==> src/design/hed_pkg.sv <==
// ----------------------------------------------------------------------------
// hed_pkg: shared types and entity tables for the HTML entity decoder
// Holds the sequencer state type, the match unit result and the entity tables.
// ----------------------------------------------------------------------------
package hed_pkg;

	localparam int ENT_COUNT  = 5;
	localparam int ENT_MAXLEN = 6;
	localparam int HOLD_DEPTH = 5;

	localparam logic [7:0] CHR_AMP = 8'h26;

	// Entity text, padded with zero past its length
	localparam logic [0:ENT_COUNT-1][0:ENT_MAXLEN-1][7:0] ENT_TEXT = '{
		'{8'h26, 8'h71, 8'h75, 8'h6f, 8'h74, 8'h3b},	// &quot;
		'{8'h26, 8'h61, 8'h70, 8'h6f, 8'h73, 8'h3b},	// &apos;
		'{8'h26, 8'h61, 8'h6d, 8'h70, 8'h3b, 8'h00},	// &amp;
		'{8'h26, 8'h6c, 8'h74, 8'h3b, 8'h00, 8'h00},	// &lt;
		'{8'h26, 8'h67, 8'h74, 8'h3b, 8'h00, 8'h00}	// &gt;
	};

	localparam logic [0:ENT_COUNT-1][2:0] ENT_LEN = '{3'd6, 3'd6, 3'd5, 3'd4, 3'd4};

	localparam logic [0:ENT_COUNT-1][7:0] ENT_CHAR = '{8'h22, 8'h27, 8'h26, 8'h3c, 8'h3e};

	typedef enum logic [1:0] {
		ST_IDLE,
		ST_BYTE,
		ST_REPLAY,
		ST_FLUSH
	} hed_state_t;

	typedef struct packed {
		logic [ENT_COUNT-1:0] hit;	// entities still matching after this byte
		logic                 full;	// one entity matched completely
		logic                 prefix;	// still a proper prefix of some entity
		logic [7:0]           chr;	// replacement character on a full match
	} hed_match_t;

endpackage

==> src/design/html_entity_decoder_unit.sv <==
// ----------------------------------------------------------------------------
// html_entity_decoder_unit: streaming HTML character entity decoder
// Replaces &quot; &apos; &amp; &lt; &gt; in a byte stream by their characters.
// ----------------------------------------------------------------------------
// Usage:
//   Input channel  (in_valid/in_ready): one word per string byte, in_last on
//   the final byte. Output channel (out_valid/out_ready): decoded bytes,
//   out_last on the final decoded byte of the string.
//   in_ready is high only while the sequencer is idle; one input word is
//   worked on at a time by a single compare unit stepped by the sequencer.
//   A plain byte or a byte that extends or completes an entity is accepted,
//   then compared. A byte that breaks a partial match first emits the literal
//   '&', then replays the held bytes after it one at a time (up to 4), then is
//   compared anew. A final byte that is held also flushes every held byte (up
//   to 5). The worst case is a full hold broken by a final '&', which is then
//   held and flushed on its own.
//   Results sit in a single output register, so the next word may be taken
//   while a result still waits; the sequencer stalls only when it must emit
//   and the output register is full and not being taken.
//   Reset (arst_n low) clears the sequencer, the hold count and out_valid;
//   the held bytes themselves are not cleared.
// ----------------------------------------------------------------------------
module html_entity_decoder_unit (
	input  logic       clk,
	input  logic       arst_n,
	input  logic       in_valid,
	output logic       in_ready,
	input  logic [7:0] in_byte,
	input  logic       in_last,
	output logic       out_valid,
	input  logic       out_ready,
	output logic [7:0] out_byte,
	output logic       out_last
);
	import hed_pkg::*;

	hed_state_t           state_q, state_d;
	logic [2:0]           held_count_q, held_count_d;
	logic [2:0]           idx_q, idx_d;
	logic [ENT_COUNT-1:0] mask_q, mask_d;
	logic [7:0]           held_q [HOLD_DEPTH];
	logic [7:0]           byte_q;
	logic                 last_q;
	logic                 out_valid_q;
	logic [7:0]           out_byte_q;
	logic                 out_last_q;

	logic                 can_emit;
	logic                 emit;
	logic [7:0]           emit_byte;
	logic                 emit_last;
	logic                 hold_wr;
	logic                 accept;
	logic [7:0]           held_rd;
	hed_match_t           mres;

	assign accept    = in_valid && in_ready;
	assign in_ready  = (state_q == ST_IDLE);
	assign can_emit  = !out_valid_q || out_ready;
	assign held_rd   = held_q[idx_q];
	assign out_valid = out_valid_q;
	assign out_byte  = out_byte_q;
	assign out_last  = out_last_q;

	// Shared compare unit: the stored byte against column held_count
	hed_match u_match (
		.cand_byte (byte_q),
		.pos       (held_count_q),
		.mask      (mask_q),
		.res       (mres)
	);

	always_ff @(posedge clk or negedge arst_n) begin
		if (!arst_n) begin
			state_q      <= ST_IDLE;
			held_count_q <= '0;
			idx_q        <= '0;
			mask_q       <= '0;
			out_valid_q  <= 1'b0;
		end else begin
			state_q      <= state_d;
			held_count_q <= held_count_d;
			idx_q        <= idx_d;
			mask_q       <= mask_d;
			if (emit)
				out_valid_q <= 1'b1;
			else if (out_ready)
				out_valid_q <= 1'b0;
		end
	end

	// Payload registers: input word, hold buffer, output word
	always_ff @(posedge clk) begin
		if (accept) begin
			byte_q <= in_byte;
			last_q <= in_last;
		end
		if (hold_wr)
			held_q[held_count_q] <= byte_q;
		if (emit) begin
			out_byte_q <= emit_byte;
			out_last_q <= emit_last;
		end
	end

	always_comb begin
		state_d      = state_q;
		held_count_d = held_count_q;
		idx_d        = idx_q;
		mask_d       = mask_q;
		emit         = 1'b0;
		emit_byte    = byte_q;
		emit_last    = 1'b0;
		hold_wr      = 1'b0;
		case (state_q)
			ST_IDLE: begin
				if (accept)
					state_d = ST_BYTE;
			end
			ST_BYTE: begin
				if (held_count_q == 3'd0) begin
					if (byte_q == CHR_AMP) begin
						// open a new partial match
						hold_wr      = 1'b1;
						held_count_d = 3'd1;
						mask_d       = '1;
						idx_d        = '0;
						state_d      = last_q ? ST_FLUSH : ST_IDLE;
					end else if (can_emit) begin
						emit      = 1'b1;
						emit_last = last_q;
						state_d   = ST_IDLE;
					end
				end else if (mres.full) begin
					if (can_emit) begin
						emit         = 1'b1;
						emit_byte    = mres.chr;
						emit_last    = last_q;
						held_count_d = '0;
						state_d      = ST_IDLE;
					end
				end else if (mres.prefix) begin
					// grow the partial match
					hold_wr      = 1'b1;
					held_count_d = held_count_q + 3'd1;
					mask_d       = mres.hit;
					idx_d        = '0;
					state_d      = last_q ? ST_FLUSH : ST_IDLE;
				end else if (can_emit) begin
					// broken match: drop the ampersand as a literal, replay the rest
					emit      = 1'b1;
					emit_byte = CHR_AMP;
					idx_d     = 3'd1;
					if (held_count_q == 3'd1)
						held_count_d = '0;
					else
						state_d = ST_REPLAY;
				end
			end
			ST_REPLAY: begin
				// held bytes after the ampersand are letters only, never a new '&'
				if (can_emit) begin
					emit      = 1'b1;
					emit_byte = held_rd;
					idx_d     = idx_q + 3'd1;
					if (idx_q == held_count_q - 3'd1) begin
						held_count_d = '0;
						state_d      = ST_BYTE;
					end
				end
			end
			ST_FLUSH: begin
				if (can_emit) begin
					emit      = 1'b1;
					emit_byte = held_rd;
					idx_d     = idx_q + 3'd1;
					if (idx_q == held_count_q - 3'd1) begin
						emit_last    = 1'b1;
						held_count_d = '0;
						state_d      = ST_IDLE;
					end
				end
			end
			default: begin
				state_d = ST_IDLE;
			end
		endcase
	end

	a_hold_bound: assert property (@(posedge clk) disable iff (!arst_n)
		held_count_q <= 3'(HOLD_DEPTH))
		else $error("hold count beyond buffer depth");

	a_accept_step: assert property (@(posedge clk) disable iff (!arst_n)
		(in_valid && in_ready) |=> (state_q == ST_BYTE))
		else $error("accepted word not taken to the compare step");

	a_flush_nonempty: assert property (@(posedge clk) disable iff (!arst_n)
		(state_q == ST_FLUSH) |-> (held_count_q != 3'd0 && idx_q < held_count_q))
		else $error("flush with nothing held");

	a_replay_range: assert property (@(posedge clk) disable iff (!arst_n)
		(state_q == ST_REPLAY) |-> (idx_q != 3'd0 && idx_q < held_count_q))
		else $error("replay index out of range");

endmodule

==> src/design/hed_match.sv <==
// ----------------------------------------------------------------------------
// hed_match: entity compare unit
// Compares one byte against column pos of every entity still in the running.
// ----------------------------------------------------------------------------
module hed_match (
	input  logic [7:0]                  cand_byte,
	input  logic [2:0]                  pos,
	input  logic [hed_pkg::ENT_COUNT-1:0] mask,
	output hed_pkg::hed_match_t         res
);
	import hed_pkg::*;

	always_comb begin
		res = '0;
		for (int k = 0; k < ENT_COUNT; k++) begin
			if (mask[k] && (ENT_LEN[k] > pos) && (ENT_TEXT[k][pos] == cand_byte)) begin
				res.hit[k] = 1'b1;
				if (ENT_LEN[k] == pos + 3'd1) begin
					res.full = 1'b1;
					res.chr  = ENT_CHAR[k];
				end
			end
		end
		res.prefix = (|res.hit) && !res.full;
	end

endmodule
==> config.mk <==
export PLATFORM = sky130hd
export DESIGN_NAME = html_entity_decoder_unit
export DESIGN_NICKNAME = d
export VERILOG_FILES = /design/src/design/hed_pkg.sv /design/src/design/html_entity_decoder_unit.sv /design/src/design/hed_match.sv
export SDC_FILE = /design/constraint.sdc
export NUM_CORES = 1
export LEC_CHECK = 0
export ABC_CLOCK_PERIOD_IN_PS = 6700
export BUFFER_PORTS_ARGS = -buffer_cell sky130_fd_sc_hd__buf_2
export CAP_MARGIN = 30
export CORE_MARGIN = 2
export CORE_UTILIZATION = 30
export DETAILED_ROUTE_END_ITERATION = 10
export SYNTH_ARGS = -nofsm -noshare
export SYNTH_HDL_FRONTEND = slang
export SYNTH_SLANG_ARGS = --single-unit
==> constraint.sdc <==
create_clock -name clk -period 6.7 [get_ports clk]
set_clock_uncertainty 0.15 [all_clocks]
set_input_delay 1.34 -clock clk [delete_from_list [all_inputs] [get_ports clk]]
set_output_delay 1.34 -clock clk [all_outputs]
set_load 0.05 [all_outputs]
==> metrics.txt, run 1 <==
setup bufs post-CTS 0; DR vias/cell 5.42; Async SR Flop Fraction 0.194; Crit Path Max Fanout 20; CP Class reg -> reg; Final Cycle Share 0.716; antenna-violating nets left 0; Layout area overhead 14.0%; top_reg_cell synth edfxtp_1; launch point of the worst path held_count_q[0]; cts repair resizes 0; Tightest Pin Transition 0.981 ns; io pins 24; worst path arrival time 4.68 ns; number of global-route vias before repair roughly 3000; first-pass GRT wire length about 16 mm; clock-pin slew of the registers on the worst-case setup and hold paths 0.06 ns; synthesized area per cell 11.5 um^2; H-tree depth 3; 1st-pass router iterations 5; Die ar. 14700 um^2; core footprint 13300 um^2; element type at the critical path end flop; Yosys reg bits 72; FF-to-FF Start held_count_q[0]; worst min path class reg -> reg; worst rel slew slack 0.339; VDD IR-drop max around 0.15 mV; pin count of the biggest net entering global routing 28; wire per inst 18.2 um; Slew Viols, Final 0; DR iter-0 viols 240; worst r2r dst held_q[0][3]; worst reg-to-reg setup slack 1.91 ns; status finished clean; endpoints failing hold 0; I/O Buffers 23; Final nets approximately 400; Max-cap violations 0; Final Core Density 0.353; height of the die 121 um; synth unique cells 71; Mapped Area 4110 um^2; worst r2r path cells 11; clock root cell clkbuf_16; clock buffer count from CTS 9; setup TNS 0 ns; hold buffers post-CTS 0; via count 3006; CTS tree built; most common cell after layout, fill and taps aside edfxtp_1; fmax roughly 210 MHz; hold_sp mask_q[3]; Post-synth EDFFs 58; synth warn 0; Critical Path RT 6.58 ns; Pleak around 1.6 nW; Site Rows 42; RSZ-0062 raised after global routing no; initial core utilization 0.309; Critical Path Source Type flop; Hold Path Stages 1; GRT Resource Usage Total 0.147; power per cell area 451 nW/um^2; Setup Viol. Count Final 0; clk buf depth 2; share of cells above drive strength 1 0.177; RePlAce Congestion 0.911; Syn Nets 381; Sink Count 72; Final Critical Period 4.79 ns; overall routed net length 10.1 mm; total gr overflow 0; Remaining DRCs 0; initial antenna violation count 0; post-synthesis cell count 357; most frequent cells in the layout edfxtp_1, nand2_1, buf_2; crit path capture held_q[0][3]; n_diodes 0; die width between 100 and 150 um; worst skew pair latency 0.33 ns; Final HPWL DP 6.96 mm; Seq/Total Area, Yosys 0.509
state kept, by name, summed over array words and instances, names as in the netlist, 2 cells and up:
name / cells
idx_q: 3
byte_q: 8
out_byte: 8
held_count_q: 3
mask_q: 5
state_q: 2
held_q: 40
synth_stat cells, types with 3 or more instances:
library cell | n | area (um^2)
nor3_1 | 5 | 25.0
o21ai_0 | 18 | 90.1
buf_4 | 5 | 37.5
a2bb2oi_1 | 5 | 43.8
nand2b_1 | 10 | 62.6
o221ai_1 | 3 | 26.3
nor2_1 | 18 | 67.6
inv_1 | 10 | 37.5
nor4_1 | 9 | 56.3
xor2_1 | 7 | 61.3
buf_2 | 7 | 35.0
edfxtp_1 | 58 | 1740
o2111ai_1 | 3 | 26.3
o41ai_1 | 3 | 26.3
o211ai_1 | 5 | 37.5
mux2i_1 | 7 | 70.1
o22ai_1 | 5 | 31.3
o21a_1 | 5 | 37.5
xnor2_1 | 10 | 87.6
a31oi_1 | 6 | 37.5
mux4_2 | 8 | 180
nand4_1 | 4 | 25.0
clkbuf_1 | 9 | 33.8
nand2_1 | 25 | 93.8
dfrtp_1 | 14 | 350
ha_1 | 11 | 138
nand3_1 | 5 | 25.0
a21oi_1 | 20 | 100
nor2b_1 | 6 | 37.5
nor3b_1 | 3 | 22.5
worst max-delay path, cell delays in order, from the launching register on:
cell and delay [ns]:
dfrtp_1 0.80, clkinv_1 0.50, ha_1 0.63, xnor2_1 0.16, nand4_1 0.16, a211oi_1 0.55, o21ai_0 0.18, o211ai_1 0.47
and2_4 0.34, o21ai_2 0.10, nor4_1 0.21, buf_4 0.24
per-layer routing:
metal  GRT usage  share of wire
met4      0.0698          0.027
met5           0              0
met1       0.197           0.46
met2       0.221           0.46
met3      0.0376          0.058
kinds of logic (layout without fill, tap and decap cells):
group,count (synthesis),after routing,share of synthesized area
flip-flops,72,72,0.509
AO/OA/AOI/OAI,100,100,0.171
buffers and inverters,35,57,0.0423
AND/OR/NAND/NOR,106,106,0.145
multiplexers,16,16,0.0636
adder cells (fa/ha/maj),11,11,0.0335
XOR/XNOR,17,17,0.0362
layout make-up:
cell class	instances	area, um^2
clock buffers	9	225
clock inverters	7	100
fillers	1302	8610
inverters	12	45.0
multi-input cells	250	1850
flip-flops and latches	72	2090
well taps	176	220
repair buffers	29	158
report_power, final:
group | switching, mW | internal, mW | leakage (nW) | total, mW
Clock | 0.193 | 0.330 | 0.161 | 0.523
Sequential | 0.164 | 0.601 | 0.692 | 0.766
Combinational | 0.516 | 0.310 | 0.762 | 0.826
worst min path at each step:
stage,end,slack (ns)
finish,mask_q[3],0.42
global route,mask_q[4],0.43
CTS,mask_q[3],0.43
global placement,mask_q[4],0.39
floorplan,held_q[0][1],0.34
detailed placement,mask_q[4],0.41
through the flow:
step / setup slack (ns) / cells / instance area (um^2) / hold slack (ns) / power (mW)
global route: 1.53 / 555 / 4690 / 0.434 / 2.24
global placement: 2.13 / 538 / 4360 / 0.394 / 1.59
detailed placement: 1.96 / 539 / 4360 / 0.412 / 1.60
floorplan: 2.73 / 357 / 4110 / 0.343 / 1.39
CTS: 1.95 / 555 / 4690 / 0.430 / 2.12
finish: 1.91 / 555 / 4690 / 0.422 / 2.11
No activity file was read; power rests on OpenSTA's default activity.
==> run 2, diff against run 1 <==
--- a/config.mk
+++ b/config.mk
@@ -5,7 +5,7 @@
 export SDC_FILE = /design/constraint.sdc
 export NUM_CORES = 1
 export LEC_CHECK = 0
-export ABC_CLOCK_PERIOD_IN_PS = 6700
+export ABC_CLOCK_PERIOD_IN_PS = 4000
 export BUFFER_PORTS_ARGS = -buffer_cell sky130_fd_sc_hd__buf_2
 export CAP_MARGIN = 30
 export CORE_MARGIN = 2
==> constraint.sdc (replaced) <==
create_clock -name clk -period 4 [get_ports clk]
set_clock_uncertainty 0.15 [all_clocks]
set_input_delay 0.8 -clock clk [delete_from_list [all_inputs] [get_ports clk]]
set_output_delay 0.8 -clock clk [all_outputs]
set_load 0.05 [all_outputs]
==> metrics.txt, run 2 (same netlist as run 1, synthesis figures left out) <==
status finished clean (unchanged); power per cell area 752 nW/um^2 (was 451 nW/um^2); Crit Path Max Fanout 11 (was 20); critical path's most frequent cell buf_4; share of cells above drive strength 1 0.198 (was 0.177); family with the most delay on the worst path compound AO/OA/AOI/OAI gates (unchanged); total gr overflow 0 (unchanged); Pleak 1.66 nW (was 1.61 nW); setup TNS 0 ns (unchanged); Layout area overhead 15.7% (was 14.0%); GRT Resource Usage Total 0.151 (was 0.147); Final Critical Period 3.63 ns (was 4.79 ns); Critical Path RT 3.89 ns (was 6.58 ns); CP Class reg -> reg (unchanged); Inst Count DP 547 (was 539); Setup Viol. Count Final 0 (unchanged); clock buffer count from CTS 9 (unchanged); number of global-route vias before repair 3095 (was 2987); Crit-path slowest cell dfrtp_1 (unchanged); height of the die 121 um (unchanged); setup bufs post-CTS 0 (unchanged); max reg flops 40 (unchanged); Site Rows 42 (unchanged); initial core utilization 0.309 (unchanged); via count 3009 (was 3006); Tightest Pin Transition 0.831 ns (was 0.981 ns); 1st-pass router iterations 4 (was 5); worst r2r path cells 12 (was 11); CTS tree built (unchanged); worst path arrival time 3.52 ns (was 4.68 ns); DR iter-0 viols 280 (was 240); core footprint 13300 um^2 (unchanged); initial antenna violation count 0 (unchanged); most frequent cells in the layout edfxtp_1, nand2_1, buf_2 (unchanged); Slew Viols, Final 0 (unchanged); RePlAce Congestion 0.922 (was 0.911); fin worst setup slack 0.375 ns (was 1.91 ns); worst reg-to-reg setup slack 0.37 ns (was 1.91 ns); element type at the critical path end flop (unchanged); Max-cap violations 0 (unchanged); FF-to-FF Start held_count_q[1] (was held_count_q[0]); placed cell areas 4420 um^2 (was 4360 um^2); worst skew pair latency 0.33 ns (about the same); Die ar. 14700 um^2 (unchanged); Final Core Density 0.358 (was 0.353); worst rel slew slack 0.445 (was 0.339); H-tree depth 3 (unchanged); slowest stage delay, CP 0.57 ns (was 0.80 ns); io pins 24 (unchanged); worst min path class in -> async (was reg -> reg); clk buf depth 2 (unchanged); Final HPWL DP 7.32 mm (was 6.96 mm); endpoints failing hold 0 (unchanged); Final Instance Count excl. Fillers 564 (was 555); fmax 276 MHz (was 209 MHz); Critical Path Source Type flop (unchanged); first-pass GRT wire length 16.8 mm (was 16.2 mm); clock root cell clkbuf_16 (unchanged); die width 121 um (unchanged); worst r2r dst out_byte[6] (was held_q[0][3]); VDD IR-drop max 0.217 mV (was 0.151 mV); wire per inst 18.3 um (was 18.2 um); most flop-heavy register held_q (unchanged); WHS 0.220 ns (was 0.422 ns); antenna-violating nets left 0 (unchanged); Sink Count 72 (unchanged); Remaining DRCs 0 (unchanged); crit path buf inv count 3 (was 2); n_diodes 0 (unchanged); Final Cycle Share 0.906 (was 0.716); Final nets 407 (was 398); most common cell after layout, fill and taps aside edfxtp_1 (unchanged); I/O Buffers 23 (unchanged); clock-pin slew of the registers on the worst-case setup and hold paths 0.06 ns (about the same); Power, Total 3.58 mW (was 2.11 mW); DR vias/cell 5.34 (was 5.42); pre-CTS WS 0.323 ns (was 1.96 ns); Finished Cell Area 4760 um^2 (was 4690 um^2); overall routed net length 10.3 mm (was 10.1 mm); crit-path cells inv_1 > ha_1 > xnor2_1 > nand4_1 > a2111oi_2 > o21a_1 > a211oi_4 > buf_4 > nand3_1 > nand2_1 > o21ai_0 > buf_4 (was clkinv_1 > ha_1 > xnor2_1 > nand4_1 > a211oi_1 > o21ai_0 > o211ai_1 > and2_4 > o21ai_2 > nor4_1 > buf_4); pin count of the biggest net entering global routing 27 (was 28); RSZ-0062 raised after global routing no (unchanged)
[run 2: how the worst max path moves through the flow]
stage | from | end | cells past startpoint
4_1_cts | held_count_q[1] | out_byte[6] | 12
3_5_place_dp | held_count_q[1] | out_byte[5] | 12
3_3_place_gp | held_count_q[1] | out_byte[3] | 10
2_1_floorplan | held_count_q[0] | held_q[0][0] | 12
6_report | held_count_q[1] | out_byte[6] | 12
5_1_grt | held_count_q[1] | out_byte[5] | 12
[run 2: what timing repair did]
action,CTS,global route
resized for setup,0,1
hold buffers,0,0
endpoints found under the setup margin,0,45
[run 2: final cells by class]
class / count / area, um^2
Clock buffer: 9 / 225
Clock inverter: 7 / 100
Fill cell: 1325 / 8540
Inverter: 12 / 45.0
Multi-Input combinational cell: 250 / 1850
Sequential cell: 72 / 2090
Tap cell: 176 / 220
Timing Repair Buffer: 38 / 225
[run 2: layer usage]
metal  up-vias  global-route usage  part of all wire
met5         -                   0                 0
met4         0              0.0640             0.024
met3        14              0.0291             0.055
met2        92               0.244              0.47
met1      1482               0.198              0.45
li1       1421                   -                 -
[run 2: worst reg2reg max path: cells and delay by family (launching register included)]
family / cells / cell delay (ns)
xor+xnor: 1 / 0.16
flops: 1 / 0.57
compound gates: 4 / 0.96
buf+inv: 3 / 0.62
simple gates: 3 / 0.35
fa+ha+maj: 1 / 0.53
[run 2: where the power goes]
part	leakage [nW]	switching, mW	internal (mW)
registers	0.692	0.210	1.01
logic	0.806	0.934	0.546
clock network	0.161	0.329	0.553
